[config.mk]
export PLATFORM = sky130hd
export DESIGN_NAME = dtm_ctrl
export DESIGN_NICKNAME = d
export VERILOG_FILES = /design/src/hdl/dtm_pkg.sv /design/src/hdl/dtm_ctrl.sv
export SDC_FILE = /design/constraint.sdc
export NUM_CORES = 1
export LEC_CHECK = 0
export BUFFER_PORTS_ARGS = -buffer_cell sky130_fd_sc_hd__buf_2
export CORE_AREA = 2 2 39 41
export CTS_CLUSTER_SIZE = 10
export DETAILED_ROUTE_END_ITERATION = 8
export DIE_AREA = 0 0 41 43
export PLACE_DENSITY = 0.49
export SLEW_MARGIN = 20
export SYNTH_ARGS = -nofsm -noshare
export SYNTH_HDL_FRONTEND = slang
export SYNTH_SLANG_ARGS = --single-unit
[constraint.sdc]
create_clock -name clk -period 1.27 [get_ports clk]
set_input_delay 0.1905 -clock clk [delete_from_list [all_inputs] [get_ports clk]]
set_output_delay 0.1905 -clock clk [all_outputs]
set_load 0.1 [all_outputs]
[src/hdl/dtm_pkg.sv]
// ----------------------------------------------------------------------------
// dtm_pkg
// shared types, codes and helpers of the dirty tile map marker
// ----------------------------------------------------------------------------
package dtm_pkg;

  localparam int MAX_TILE_COLUMNS_DEF = 64;
  localparam int MAX_TILE_ROWS_DEF    = 64;
  localparam int TILE_SHIFT_DEF       = 4;

  localparam int OP_W      = 2;
  localparam int PIX_W     = 18;
  localparam int SIZE_W    = 11;
  localparam int GRID_W    = 12;
  localparam int ROW_SEL_W = 6;
  localparam int OUT_W     = 64;
  localparam int CFG_IDX_W = 1;

  localparam logic [CFG_IDX_W-1:0] REG_SURFACE_WIDTH  = 1'd0;
  localparam logic [CFG_IDX_W-1:0] REG_SURFACE_HEIGHT = 1'd1;

  localparam logic [SIZE_W-1:0] SURFACE_WIDTH_RST  = 11'd320;
  localparam logic [SIZE_W-1:0] SURFACE_HEIGHT_RST = 11'd240;

  typedef enum logic [OP_W-1:0] {
    OP_MARK     = 2'd0,
    OP_CLEAR    = 2'd1,
    OP_MARK_ALL = 2'd2,
    OP_READ     = 2'd3
  } op_t;

  typedef struct packed {
    logic load;
    logic rd_first;
    logic step;
    logic rd_sel;
    logic clear;
    logic set_all;
    logic resp_zero;
    logic resp_read;
  } dtm_cmd_t;

  typedef struct packed {
    logic empty;
    logic last;
  } dtm_status_t;

  // floor or ceiling of a signed pixel position divided by the tile size
  function automatic logic signed [PIX_W-1:0] tile_div(logic signed [PIX_W-1:0] v,
                                                       int shift, logic round_up);
    logic signed [PIX_W-1:0] bias;
    logic signed [PIX_W-1:0] sum;
    bias = round_up ? $signed(PIX_W'((1 << shift) - 1)) : '0;
    sum  = v + bias;
    return sum >>> shift;
  endfunction

  // clip a tile edge to [0, lim]
  function automatic logic [PIX_W-1:0] clip_edge(logic signed [PIX_W-1:0] v,
                                                 logic [PIX_W-1:0] lim);
    logic [PIX_W-1:0] res;
    if (v < 0) res = '0;
    else if (v > $signed(lim)) res = lim;
    else res = $unsigned(v);
    return res;
  endfunction

endpackage

[src/hdl/dtm_ctrl.sv]
// ----------------------------------------------------------------------------
// dtm_ctrl
// operation sequencer: decodes commands and steps the row read-modify-write
// ----------------------------------------------------------------------------
module dtm_ctrl (
  input  logic                        clk,
  input  logic                        rst_n,
  input  logic                        start,
  input  logic [dtm_pkg::OP_W-1:0]    in_operation,
  input  dtm_pkg::dtm_status_t        status,
  output dtm_pkg::dtm_cmd_t           cmd,
  output logic                        busy,
  output logic                        out_valid
);
  import dtm_pkg::*;

  typedef enum logic [1:0] {
    ST_IDLE,
    ST_SETUP,
    ST_MARK,
    ST_READ
  } state_t;

  state_t state_r, state_nxt;
  logic   out_valid_r;

  always_comb begin
    cmd       = '0;
    state_nxt = state_r;
    unique case (state_r)
      ST_IDLE: begin
        if (start) begin
          cmd.load = 1'b1;
          unique case (op_t'(in_operation))
            OP_MARK: begin
              state_nxt = ST_SETUP;
            end
            OP_CLEAR: begin
              cmd.clear     = 1'b1;
              cmd.resp_zero = 1'b1;
            end
            OP_MARK_ALL: begin
              cmd.set_all   = 1'b1;
              cmd.resp_zero = 1'b1;
            end
            OP_READ: begin
              cmd.rd_sel = 1'b1;
              state_nxt  = ST_READ;
            end
          endcase
        end
      end
      ST_SETUP: begin
        if (status.empty) begin
          cmd.resp_zero = 1'b1;
          state_nxt     = ST_IDLE;
        end else begin
          cmd.rd_first = 1'b1;
          state_nxt    = ST_MARK;
        end
      end
      ST_MARK: begin
        cmd.step = 1'b1;
        if (status.last) begin
          cmd.resp_zero = 1'b1;
          state_nxt     = ST_IDLE;
        end
      end
      ST_READ: begin
        cmd.resp_read = 1'b1;
        state_nxt     = ST_IDLE;
      end
    endcase
  end

  always_ff @(posedge clk) begin
    if (!rst_n) begin
      state_r     <= ST_IDLE;
      out_valid_r <= 1'b0;
    end else begin
      state_r     <= state_nxt;
      out_valid_r <= cmd.resp_zero | cmd.resp_read;
    end
  end

  assign busy      = (state_r != ST_IDLE);
  assign out_valid = out_valid_r;

endmodule

==> run_results.csv <==
group,metric,value,unit
run_status,status,"finished, violations left",
power_and_ir_drop,power.density,905.1,nW/um^2
sta,fin_crit,1432,ps
global_routing,grt_use_total,10.42,%
routing,vias,305,
global_routing,grt_max_degree,7,
final_layout,layout_commonest_cell,"buf_4",
clocking,cts_root_buf,"clkbuf_4",
sta,maxSlewHeadroom,67.88,%
clocking,clk_path_buf_depth,2,
routing,viasPerCell,4.122,
final_layout,diodes,0,
sta,setup_tns,-859.8,ps
synth,yosys_warnings,0,
global_routing,grt_pass1_wl,1214,um
power_and_ir_drop,power,0.6297,mW
sta,hold_viol_final,0,
setup_path,start_kind,"input port",
sta,min_period_over_period,112.8,%
sta,finalClockSkew,4.223,ps
clocking,clk_pin_slew,40,ps
routing,routedWlPerCell,10.43,um
place,post-dp-hpwl,579,um
routing,drt-total-wl,772,um
floorplanning,die_w,41,um
global_routing,grt_pass1_vias,295,
floorplanning,start_util,17.45,%
setup_path,required,1080,ps
power_and_ir_drop,total_leakage_power,0.3248,nW
final_layout,final_cell_area,695.7,um^2
synth,syn_inst,26,
global_routing,antenna_found_initial,0,
run,max_cap_viol_count,0,
synth,netlist_area,241.5,um^2
sta,rsz0062_at_grt,"yes",
routing,drt_iter0_drc,2,
sta,whs,208.0,ps
floorplanning,dieArea,1763,um^2
sta,timing_max_transition_violations_final,0,
synth,synth.distinct_cells,14,
setup_path,arrival,1240,ps
place,placed_area,549.3,um^2
sta,timing.fmax,698.1,MHz
final_layout,syn2layout_area_growth,188.1,%
final_layout,finalNetCount,70,
routing,antenna_left,0,
clocking,cts_sinks,3,
setup_path,worstSetupEndpointType,"output port",
power_and_ir_drop,peakVddDrop,0.4511,mV
place,gp_congestion,0.6653,
synth,avgSynthCellArea,9.288,um^2
setup_path,critPathKind,"input port to output port",
global_routing,gr-total-overflow,0,
floorplanning,io_pins,17,
setup_path,cp_max_fo,2,
place,portBuffers,16,
run_status,violations,"negative setup slack",
synth,seq_area_frac_synth,24.87,%
final_layout,drive_gt1_share,82.76,%
clocking,htreeDepth,1,
clocking,cts_tree,"built",
clocking,clk_latency,230,ps
floorplanning,fp.coreArea,1384,um^2
sta,setup_viol,7,
floorplanning,die_h,43,um
min_path,hold_path.class,"input port to register",
floorplanning,rows,14,
final_layout,final_cell_mix,"11 x buf_4, 10 x buf_12, 5 x buf_2",
routing,firstDrtPassIters,4,
synth,synth-seq-cells,3,
sta,worstMarginPinSlew,485.1,ps
routing,drt_drc_violations_left,0,
sta,final.setup.worst_slack,-162.4,ps
synth,synth_nets,37,
clocking,cts_buffers,3,
-- Yosys cell counts --
cell,n,area share (%)
and3_2,2,6.2
nor2_2,1,2.6
nor2b_1,3,7.8
nand2b_1,1,2.6
and2_2,2,6.2
a221oi_1,1,3.6
o211a_1,1,4.1
nor3b_1,2,6.2
ha_1,4,21
o31a_1,1,3.6
dfxtp_1,3,25
inv_1,3,4.7
a21oi_1,1,2.1
and3_4,1,4.7
-- cell type report --
| type | count | area (um^2) |
|---|---|---|
| fill | 135 | 688.2 |
| sequential | 3 | 67.56 |
| multi-input combinational | 20 | 235.2 |
| inverter | 3 | 16.27 |
| clock buffer | 4 | 26.28 |
| timing repair buffer | 28 | 330.3 |
| tap | 16 | 20.02 |
-- stage by stage --
step | worst slack (ps) | cells | util, %
finish | -162.4 | 74 | 50.27
global route | -234.4 | 74 | 50.27
CTS | -207.2 | 70 | 47.29
detailed placement | -257.4 | 63 | 39.69
global placement | -262.7 | 63 | 39.69
floorplan | -214.0 | 26 | -
-- timing repair --
item | in CTS | in global routing
gates resized for setup | 12 | 3
setup endpoints to repair | 7 | 9
setup buffers | 3 | 4
pin swaps | 5 | 6
hold buffers | 0 | 0
-- layer usage --
layer / GRT usage [%] / vias to the layer above / wire length (um)
li1: - / 156 / -
met1: 12.46 / 128 / 318
met2: 15.63 / 19 / 370
met3: 4.712 / 2 / 72
met4: 4.000 / 0 / 10
met5: 0 / - / 0
-- where the power goes --
part           switching, mW  internal (mW)
Combinational          0.210          0.148
Clock                 0.0479          0.118
Sequential           0.00769         0.0990
Total                  0.265          0.365
-- final timing paths --
kind / start / endpoint / slack [ps] / cells after the start
setup / recovery: in_operation[1] / cmd[1] / -160 / 8
hold reg to reg: state_r[1] / state_r[1] / 730 / 2
setup reg to reg: state_r[1] / state_r[1] / 80 / 4
hold / removal: rst_n / state_r[1] / 210 / 2
-- flip-flops by register name, summed over array words and instances, names as in the netlist --
signal     cells
state_r        2
out_valid      1
-- critical path, cell delays in order --
cell and delay, ps:
buf_6 100, inv_4 50, ha_4 190, nor2b_2 150, a221oi_2 200, buf_4 160, a21oi_4 40, buf_12 160
-- cell families (layout without fill, tap and decap cells) --
logic type / Yosys count / after routing / synth area share [%]
AND/OR/NAND/NOR: 12 / 12 / 36.27
buffers and inverters: 3 / 35 / 4.663
adder cells (fa/ha/maj): 4 / 4 / 20.73
AO/OA/AOI/OAI: 4 / 4 / 13.47
flip-flops: 3 / 3 / 24.87
Note: power is estimated with default switching activity, not from simulation.
